<file path="config.mk">
export PLATFORM = sky130hd
export DESIGN_NAME = hid_keyboard_report_to_scancodes
export DESIGN_NICKNAME = d
export VERILOG_FILES = /design/src/design/hkbs_pkg.sv /design/src/design/hkbs_ctrl.sv /design/src/design/hkbs_datapath.sv /design/src/design/hid_keyboard_report_to_scancodes.sv
export VERILOG_INCLUDE_DIRS = /design/src /design/src/design
export SDC_FILE = /design/constraint.sdc
export NUM_CORES = 1
export LEC_CHECK = 0
export ABC_AREA = 1
export BUFFER_PORTS_ARGS = -buffer_cell sky130_fd_sc_hd__buf_2
export CAP_MARGIN = 20
export CORE_UTILIZATION = 30
export DETAILED_ROUTE_END_ITERATION = 10
export SYNTH_ARGS = -nofsm -noshare
export SYNTH_HDL_FRONTEND = slang
export SYNTH_SLANG_ARGS = --single-unit
export TNS_END_PERCENT = 50
</file>
<file path="constraint.sdc">
create_clock -name clk -period 3.9 [get_ports clk]
set_input_delay 0.195 -clock clk [delete_from_list [all_inputs] [get_ports clk]]
set_output_delay 0.195 -clock clk [all_outputs]
set_load 0.005 [all_outputs]
</file>
<file path="src/design/hid_keyboard_report_to_scancodes_defines.svh">
// Assertion macros shared by the scancode converter modules.
// No dependencies; included by the controller and the datapath.
`ifndef HID_KEYBOARD_REPORT_TO_SCANCODES_DEFINES_SVH
`define HID_KEYBOARD_REPORT_TO_SCANCODES_DEFINES_SVH

// Same-cycle implication, disabled during reset.
`define HKBS_ASSERT_NOW(label, clk, rst, ante, cons, msg) \
  label: assert property (@(posedge clk) disable iff (rst) (ante) |-> (cons)) else $error(msg);

// Next-cycle implication, disabled during reset.
`define HKBS_ASSERT_NEXT(label, clk, rst, ante, cons, msg) \
  label: assert property (@(posedge clk) disable iff (rst) (ante) |=> (cons)) else $error(msg);

`endif

</file>
<file path="src/design/hkbs_pkg.sv">
// Types, command and status structs and lookup tables for the HID to PS/2 converter.
// No dependencies; used by hkbs_ctrl, hkbs_datapath and the top level.
`timescale 1ns / 1ps

package hkbs_pkg;

  typedef enum logic [2:0] {
    ST_IDLE,
    ST_MOD,
    ST_REL,
    ST_MAK,
    ST_FLUSH
  } state_t;

  typedef enum logic [1:0] {
    PH_MOD,
    PH_REL,
    PH_MAK
  } phase_t;

  typedef struct packed {
    logic   load;
    logic   step;
    phase_t phase;
    logic   flush;
  } cmd_t;

  typedef struct packed {
    logic step_ok;
    logic flush_ok;
    logic idx_end;
  } status_t;

  localparam logic [7:0] REL_BIT = 8'h80;

  localparam logic [7:0] MOD_MAP [8] = '{
    8'h1D, 8'h2A, 8'h38, 8'h00,
    8'h1D, 8'h36, 8'h38, 8'h00
  };

  function automatic logic [7:0] usage_map(input logic [7:0] code);
    logic [7:0] sc;
    case (code)
      8'h04: sc = 8'h1E;  8'h05: sc = 8'h30;  8'h06: sc = 8'h2E;  8'h07: sc = 8'h20;
      8'h08: sc = 8'h12;  8'h09: sc = 8'h21;  8'h0A: sc = 8'h22;  8'h0B: sc = 8'h23;
      8'h0C: sc = 8'h17;  8'h0D: sc = 8'h24;  8'h0E: sc = 8'h25;  8'h0F: sc = 8'h26;
      8'h10: sc = 8'h32;  8'h11: sc = 8'h31;  8'h12: sc = 8'h18;  8'h13: sc = 8'h19;
      8'h14: sc = 8'h10;  8'h15: sc = 8'h13;  8'h16: sc = 8'h1F;  8'h17: sc = 8'h14;
      8'h18: sc = 8'h16;  8'h19: sc = 8'h2F;  8'h1A: sc = 8'h11;  8'h1B: sc = 8'h2D;
      8'h1C: sc = 8'h15;  8'h1D: sc = 8'h2C;  8'h1E: sc = 8'h02;  8'h1F: sc = 8'h03;
      8'h20: sc = 8'h04;  8'h21: sc = 8'h05;  8'h22: sc = 8'h06;  8'h23: sc = 8'h07;
      8'h24: sc = 8'h08;  8'h25: sc = 8'h09;  8'h26: sc = 8'h0A;  8'h27: sc = 8'h0B;
      8'h28: sc = 8'h1C;  8'h29: sc = 8'h01;  8'h2A: sc = 8'h0E;  8'h2B: sc = 8'h0F;
      8'h2C: sc = 8'h39;  8'h2D: sc = 8'h0C;  8'h2E: sc = 8'h0D;  8'h2F: sc = 8'h1A;
      8'h30: sc = 8'h1B;  8'h31: sc = 8'h2B;  8'h33: sc = 8'h27;  8'h34: sc = 8'h28;
      8'h35: sc = 8'h29;  8'h36: sc = 8'h33;  8'h37: sc = 8'h34;  8'h38: sc = 8'h35;
      8'h39: sc = 8'h3A;  8'h3A: sc = 8'h3B;  8'h3B: sc = 8'h3C;  8'h3C: sc = 8'h3D;
      8'h3D: sc = 8'h3E;  8'h3E: sc = 8'h3F;  8'h3F: sc = 8'h40;  8'h40: sc = 8'h41;
      8'h41: sc = 8'h42;  8'h42: sc = 8'h43;  8'h43: sc = 8'h44;  8'h4F: sc = 8'h4D;
      8'h50: sc = 8'h4B;  8'h51: sc = 8'h50;  8'h52: sc = 8'h48;
      default: sc = 8'h00;
    endcase
    return sc;
  endfunction

endpackage

</file>
<file path="src/design/hkbs_ctrl.sv">
// Controller state machine: walks modifier, release and make phases per report.
// Depends on hkbs_pkg and the shared assertion macro header.
`timescale 1ns / 1ps
`include "hid_keyboard_report_to_scancodes_defines.svh"

module hkbs_ctrl (
  input  logic               clk,
  input  logic               rst,
  input  logic               in_valid,
  input  logic               in_ok,
  output logic               in_ready,
  input  hkbs_pkg::status_t  status,
  output hkbs_pkg::cmd_t     cmd
);

  hkbs_pkg::state_t state;
  hkbs_pkg::state_t state_next;

  always_ff @(posedge clk) begin
    if (rst) begin
      state <= hkbs_pkg::ST_IDLE;
    end else begin
      state <= state_next;
    end
  end

  always_comb begin
    state_next = state;
    case (state)
      hkbs_pkg::ST_IDLE: begin
        if (in_valid && in_ok) state_next = hkbs_pkg::ST_MOD;
      end
      hkbs_pkg::ST_MOD: begin
        if (status.step_ok && status.idx_end) state_next = hkbs_pkg::ST_REL;
      end
      hkbs_pkg::ST_REL: begin
        if (status.step_ok && status.idx_end) state_next = hkbs_pkg::ST_MAK;
      end
      hkbs_pkg::ST_MAK: begin
        if (status.step_ok && status.idx_end) state_next = hkbs_pkg::ST_FLUSH;
      end
      hkbs_pkg::ST_FLUSH: begin
        if (status.flush_ok) state_next = hkbs_pkg::ST_IDLE;
      end
      default: state_next = hkbs_pkg::ST_IDLE;
    endcase
  end

  always_comb begin
    in_ready  = 1'b0;
    cmd.load  = 1'b0;
    cmd.step  = 1'b0;
    cmd.phase = hkbs_pkg::PH_MOD;
    cmd.flush = 1'b0;
    case (state)
      hkbs_pkg::ST_IDLE: begin
        in_ready = 1'b1;
        cmd.load = in_valid;
      end
      hkbs_pkg::ST_MOD: begin
        cmd.step = 1'b1;
      end
      hkbs_pkg::ST_REL: begin
        cmd.step  = 1'b1;
        cmd.phase = hkbs_pkg::PH_REL;
      end
      hkbs_pkg::ST_MAK: begin
        cmd.step  = 1'b1;
        cmd.phase = hkbs_pkg::PH_MAK;
      end
      hkbs_pkg::ST_FLUSH: begin
        cmd.flush = 1'b1;
      end
      default: begin
        in_ready = 1'b0;
      end
    endcase
  end

  `HKBS_ASSERT_NEXT(a_ok_starts_scan, clk, rst, in_ready && in_valid && in_ok,
                    state == hkbs_pkg::ST_MOD && !in_ready, "accepted report did not start scan")
  `HKBS_ASSERT_NOW(a_no_step_when_ready, clk, rst, in_ready,
                   !cmd.step && !cmd.flush, "scan command while accepting")

endmodule

</file>
<file path="src/design/hkbs_datapath.sv">
// Datapath: report registers, previous report, slot scan, pending and output registers.
// Depends on hkbs_pkg and the shared assertion macro header.
`timescale 1ns / 1ps
`include "hid_keyboard_report_to_scancodes_defines.svh"

module hkbs_datapath #(
  parameter int KEY_SLOTS = 6
) (
  input  logic                       clk,
  input  logic                       rst,
  input  hkbs_pkg::cmd_t             cmd,
  output hkbs_pkg::status_t          status,
  input  logic [8+8*KEY_SLOTS-1:0]   in_data,
  output logic                       out_valid,
  input  logic                       out_ready,
  output logic [7:0]                 out_code,
  output logic                       out_last
);

  localparam int IDX_N  = (KEY_SLOTS > 8) ? KEY_SLOTS : 8;
  localparam int IDX_W  = $clog2(IDX_N);
  localparam int SLOT_W = (KEY_SLOTS > 1) ? $clog2(KEY_SLOTS) : 1;

  logic [7:0]       cur_mods;
  logic [7:0]       cur_keys [KEY_SLOTS];
  logic [7:0]       prev_mods;
  logic [7:0]       prev_keys [KEY_SLOTS];
  logic [IDX_W-1:0] idx;
  logic             pend_valid;
  logic [7:0]       pend_code;

  logic [SLOT_W-1:0] sidx;
  logic [2:0]        midx;
  logic [7:0]        changed;
  logic [7:0]        rel_key;
  logic [7:0]        mak_key;
  logic              rel_hit;
  logic              mak_hit;
  logic [7:0]        rel_sc;
  logic [7:0]        mak_sc;
  logic              cand_valid;
  logic [7:0]        cand_code;
  logic              out_free;
  logic              out_load;

  assign sidx    = idx[SLOT_W-1:0];
  assign midx    = idx[2:0];
  assign changed = cur_mods ^ prev_mods;
  assign rel_key = prev_keys[sidx];
  assign mak_key = cur_keys[sidx];
  assign rel_sc  = hkbs_pkg::usage_map(rel_key);
  assign mak_sc  = hkbs_pkg::usage_map(mak_key);

  always_comb begin
    rel_hit = 1'b0;
    mak_hit = 1'b0;
    for (int j = 0; j < KEY_SLOTS; j++) begin
      if (cur_keys[j] == rel_key) rel_hit = 1'b1;
      if (prev_keys[j] == mak_key) mak_hit = 1'b1;
    end
  end

  always_comb begin
    cand_valid = 1'b0;
    cand_code  = 8'h00;
    case (cmd.phase)
      hkbs_pkg::PH_MOD: begin
        cand_valid = changed[midx] && (hkbs_pkg::MOD_MAP[midx] != 8'h00);
        cand_code  = cur_mods[midx] ? hkbs_pkg::MOD_MAP[midx]
                                    : (hkbs_pkg::MOD_MAP[midx] | hkbs_pkg::REL_BIT);
      end
      hkbs_pkg::PH_REL: begin
        cand_valid = (rel_key != 8'h00) && !rel_hit && (rel_sc != 8'h00);
        cand_code  = rel_sc | hkbs_pkg::REL_BIT;
      end
      hkbs_pkg::PH_MAK: begin
        cand_valid = (mak_key != 8'h00) && !mak_hit && (mak_sc != 8'h00);
        cand_code  = mak_sc;
      end
      default: begin
        cand_valid = 1'b0;
      end
    endcase
  end

  assign out_free        = !out_valid || out_ready;
  assign status.step_ok  = !(cand_valid && pend_valid && !out_free);
  assign status.flush_ok = !pend_valid || out_free;
  assign status.idx_end  = (cmd.phase == hkbs_pkg::PH_MOD) ? (idx == IDX_W'(7))
                                                           : (idx == IDX_W'(KEY_SLOTS - 1));
  assign out_load = (cmd.step && status.step_ok && cand_valid && pend_valid) ||
                    (cmd.flush && status.flush_ok && pend_valid);

  always_ff @(posedge clk) begin
    if (cmd.load) begin
      cur_mods <= in_data[7:0];
      for (int j = 0; j < KEY_SLOTS; j++) begin
        cur_keys[j] <= in_data[8+8*j +: 8];
      end
    end
  end

  always_ff @(posedge clk) begin
    if (rst) begin
      idx        <= '0;
      pend_valid <= 1'b0;
      out_valid  <= 1'b0;
      prev_mods  <= 8'h00;
      for (int j = 0; j < KEY_SLOTS; j++) begin
        prev_keys[j] <= 8'h00;
      end
    end else begin
      if (out_load) begin
        out_valid <= 1'b1;
      end else if (out_valid && out_ready) begin
        out_valid <= 1'b0;
      end
      if (cmd.step && status.step_ok) begin
        idx <= status.idx_end ? '0 : idx + IDX_W'(1);
        if (cand_valid) begin
          pend_valid <= 1'b1;
          pend_code  <= cand_code;
          if (pend_valid) begin
            out_code  <= pend_code;
            out_last  <= 1'b0;
          end
        end
      end
      if (cmd.flush && status.flush_ok) begin
        prev_mods <= cur_mods;
        for (int j = 0; j < KEY_SLOTS; j++) begin
          prev_keys[j] <= cur_keys[j];
        end
        if (pend_valid) begin
          pend_valid <= 1'b0;
          out_code   <= pend_code;
          out_last   <= 1'b1;
        end
      end
    end
  end

  `HKBS_ASSERT_NEXT(a_pend_held, clk, rst, cmd.step && cand_valid && pend_valid && !out_free,
                    pend_valid && $stable(pend_code), "pending scancode lost on stall")
  `HKBS_ASSERT_NEXT(a_flush_last, clk, rst, cmd.flush && pend_valid && out_free,
                    out_valid && out_last && !pend_valid, "flush did not mark final scancode")
  `HKBS_ASSERT_NOW(a_slot_range, clk, rst, cmd.step && (cmd.phase != hkbs_pkg::PH_MOD),
                   int'(idx) < KEY_SLOTS, "slot index out of range")

endmodule

</file>
<file path="src/design/hid_keyboard_report_to_scancodes.sv">
// A report is accepted, then walks eight modifier steps, a release scan and a make scan
// of the key slots, and one flush before returning to idle; output stall holds it longer.
// New reports are accepted only in idle; the scan takes one candidate per cycle unless the output stalls.
// Scancodes leave through a single output register; the last is tagged on tlast.
// Reset (rst, synchronous, active high) clears previous modifiers and keys to zero.
// Depends on hkbs_pkg, hkbs_ctrl and hkbs_datapath.
`timescale 1ns / 1ps

module hid_keyboard_report_to_scancodes #(
  parameter int KEY_SLOTS = 6
) (
  input  logic                     clk,
  input  logic                     rst,
  input  logic                     s_tvalid,
  output logic                     s_tready,
  input  logic [8+8*KEY_SLOTS-1:0] s_tdata,  // modifier_bits, key_slot0 .. key_slotN
  input  logic                     s_tuser,  // transfer_ok
  output logic                     m_tvalid,
  input  logic                     m_tready,
  output logic [7:0]               m_tdata,  // scancode
  output logic                     m_tlast   // last_of_run
);

  hkbs_pkg::cmd_t    cmd;
  hkbs_pkg::status_t status;

  hkbs_ctrl u_ctrl (
    .clk      (clk),
    .rst      (rst),
    .in_valid (s_tvalid),
    .in_ok    (s_tuser),
    .in_ready (s_tready),
    .status   (status),
    .cmd      (cmd)
  );

  hkbs_datapath #(
    .KEY_SLOTS (KEY_SLOTS)
  ) u_datapath (
    .clk       (clk),
    .rst       (rst),
    .cmd       (cmd),
    .status    (status),
    .in_data   (s_tdata),
    .out_valid (m_tvalid),
    .out_ready (m_tready),
    .out_code  (m_tdata),
    .out_last  (m_tlast)
  );

endmodule

</file>
==> impl_results.md <==
- Initial antenna violation count: 0
- CP cell instances: inv_1 > buf_4 > nand3_1 > nand2_1 > inv_1 > ha_1 > inv_1 > nand3_1 > nand2_1 > nor2_1 > nor2_1 > nand2_1 > nand3_1 > nand2_1 > nand3_1 > nor2_1 > nand2_1 > nand2_1 > nand3_2 > nand3_1 > nand2_1 > inv_2 > nor2_1 > buf_4
- Clock sink count: 140
- Routability Congestion: between 0.9 and 1
- Clock Path Buffers: 2
- Area occupied by multi-input gates: roughly 4800 µm²
- Chip height: between 150 and 200 µm
- Total gr overflow: 0
- Buffers on Ports: 71
- Slowest cell delay on critical path: between 0.3 and 0.4 ns
- Ant diodes: 0
- Unique masters post-synth: 43
- Delay-heaviest family, CP: simple AND/OR/NAND/NOR gates
- Clk_skew: between 0.015 and 0.02 ns
- Syn Nets: 1341
- Nets: roughly 1500
- Maximum number of pins on one net before global-route repair: between 50 and 60
- Vias: 8947
- Leak: between 0.005 and 0.006 µW
- Ys flop type: edfxtp_1
- Initial DRC count: 696
- Vias per std cell: 4.99
- Max transition margin: 50.1%
- Async set or reset register ratio after synthesis: 0%
- Period Utilization, post-route: approximately 90%
- WL per Instance: between 15 and 20 µm
- Post-CTS Setup Bufs: 0
- Maximum vdd drop: between 0.3 and 0.4 mV
- H-tree depth: 4
- Largest fanout on the critical path: 16
- Area grow syn2layout: 20.3%
- Sequential area share after synthesis: around 42%
- Setup TNS: 0 ns
- Reg area: around 4000 µm²
- Root Buffer: clkbuf_16
- Layout cell share with drive strength beyond 1: between 10% and 20%
- PnR Total Power: 11200 µW
- Area of the core: about 32000 µm²
- CTS Buf Count: 17
- CP arrival: approximately 3.8 ns
- Cells after DPL: between 1500 and 2000
- Initial Util: a little under a third
- Vias in the first global route: 8561
- Fill cell count: 3149
- Outcome: complete, no violations
- GRT Overall Usage: between 10% and 20%
- Worst path slowest cell: ha_1
- Antenna-violating nets left: 0
- Max Slew Vio Count: 0
- RSZ-0062 raised after global routing: false
- Slew at the pin closest to its max-slew limit: ~0.75 ns
- Hpwl dp: around 21000 µm
- Worst EP required: approximately 4.1 ns
- CP endpoint kind: register
- Mean Syn Cell Area: between 7 and 8 µm²
- DRC: 0
- Max cap viols: 0
- Final setup fails: 0
- CTS tree: yes
- Reg clk slew, reported paths: about 0.060 ns
- CP Class: reg -> reg
- Most frequent CP cell: nand2_1
- Global-route wire length before repair: roughly 47000 µm
- CP Launch Type: register
- Hold/Removal Path Class: in -> reg
- Skew-Pair Late Insertion Delay: 0.44 ns
- CP Buf/Inv Count: 6
- Power Density: ~960 nW/µm²
- DIE AREA: between 30000 and 40000 µm²
- Endpoints failing hold: 0
- Drt first pass iters: 6
- Ports: just over 70
- Final Util: between 30% and 40%
- Die Wd: ~180 µm
- Number of enable flip-flop cells after synthesis: about 120
- Post-Syn Area: approximately 9700 µm²
- Syn Inst Count: between 1000 and 1500
- Tmin final: roughly 3.6 ns
- Drt total wl: between 20000 and 30000 µm
- Syn. warnings: 0
- Finished Layout Cells: 1793
- #FFs+latches synth: 140
- Fmax: approximately 280 MHz
- Std-Cell Rows: 65
path summary, 6_finish.rpt:
| path | start | endpoint | slack (ns) | cells past startpoint |
|---|---|---|---|---|
| max | register | register | 0.29 | 24 |
| min | m_tready | u_datapath.out_valid | 0.06 | 4 |
| max reg2reg | register | register | 0.29 | 24 |
| min reg2reg | u_datapath.prev_mods[1] | u_datapath.prev_mods[1] | 0.48 | 2 |
worst reg2reg max path: stages, from the launching register on:
cell	delay, ns
dfxtp_1	0.33
inv_1	0.29
buf_4	0.31
nand3_1	0.16
nand2_1	0.11
inv_1	0.12
ha_1	0.39
inv_1	0.08
nand3_1	0.09
nand2_1	0.08
nor2_1	0.13
nor2_1	0.07
nand2_1	0.06
nand3_1	0.09
nand2_1	0.12
nand3_1	0.07
nor2_1	0.09
nand2_1	0.05
nand2_1	0.07
nand3_2	0.10
nand3_1	0.11
nand2_1	0.08
inv_2	0.15
nor2_1	0.06
buf_4	0.18
placed cells by master (no fill, tap or decap), drive strengths merged, types with 24 or more instances in the layout:
cell / netlist / routed
edfxtp: 121 / 121
xor2: 42 / 42
dlygate4sd3: 0 / 56
inv: 129 / 140
ha: 33 / 33
nand3: 136 / 136
a21oi: 55 / 55
nor2: 125 / 125
o21ai: 49 / 49
nand4: 24 / 24
nand2: 380 / 380
buf: 40 / 108
through the flow:
| stage | cell area (µm²) | hold WS (ns) | setup slack [ns] |
|---|---|---|---|
| final | 11600 | 0.0622 | 0.289 |
| after global routing | 11600 | 0.0761 | 0.00271 |
| after CTS | 11600 | 0.0583 | 0.312 |
| after detailed placement | 10400 | 0.373 | 0.328 |
| after global placement | 10400 | 0.372 | 0.359 |
| after floorplan | 9660 | 0.294 | 0.352 |
state kept, by name, summed over array words and instances (netlist names), named ones only:
signal,count
u_ctrl.state,3
u_datapath.prev_mods,8
u_datapath.prev_keys,48
u_datapath.pend_valid,1
u_datapath.pend_code,8
u_datapath.cur_keys,48
u_datapath.cur_mods,8
u_datapath.out_valid,1
u_datapath.idx,3
synthesized netlist by cell type, types with 3 or more instances:
cell      number  area (µm²)
nand3_1      131         656
o22ai_1        8        50.1
clkinv_1       3        11.3
o21ai_0       36         180
dfxtp_1       19         380
o21ai_1       11        55.1
nand2_1      357        1340
nand2_4        5        56.3
clkbuf_1      12        45.0
edfxtp_1     121        3630
nor2_1       115         432
nor2_2        10        62.6
nor3_1        14        70.1
buf_2          9        45.0
o221ai_1       5        43.8
nand4_1       24         150
buf_6         14         158
inv_1        117         439
nand3_2        5        50.1
o211ai_2       5        62.6
buf_4         17         128
xor2_1        42         368
inv_2         11        41.3
ha_1          33         413
a21oi_1       55         275
o211ai_1       9        67.6
nand2_2       18         113
xnor2_1       23         201
report_power, final:
part           switching (µW)  leakage (µW)  internal [µW]
combinational            4890       0.00342           2340
clock                     780      0.000300            925
sequential                274       0.00134           2000
repair_timing:
item	CTS	global route
hold buffers	56	0
hold endpoints to repair	56	0
gates resized for setup	0	2
setup endpoints to repair	0	9
kinds of logic after synthesis:
kind of cell | Yosys count | synth area share (%)
adder cells (fa/ha/maj) | 33 | 4.27
AO/OA/AOI/OAI | 138 | 8.34
XOR/XNOR | 65 | 5.89
buffers and inverters | 184 | 9.06
flip-flops | 140 | 41.5
AND/OR/NAND/NOR | 687 | 30.9
per-layer routing:
metal | share of wire [%] | global-route usage, %
met1 | 43 | 23.4
met2 | 47 | 30.2
met5 | 0 | 0
met3 | 6.5 | 2.93
met4 | 3.1 | 7.46
area by class of cell:
type	count	area share, %
multi-input combinational	923	41.2
tap	402	4.33
timing repair buffer	164	10.4
clock buffer	17	3.66
sequential	140	34.6
inverter	132	4.31
clock inverter	15	1.59
(Power assumes the default switching activity.)
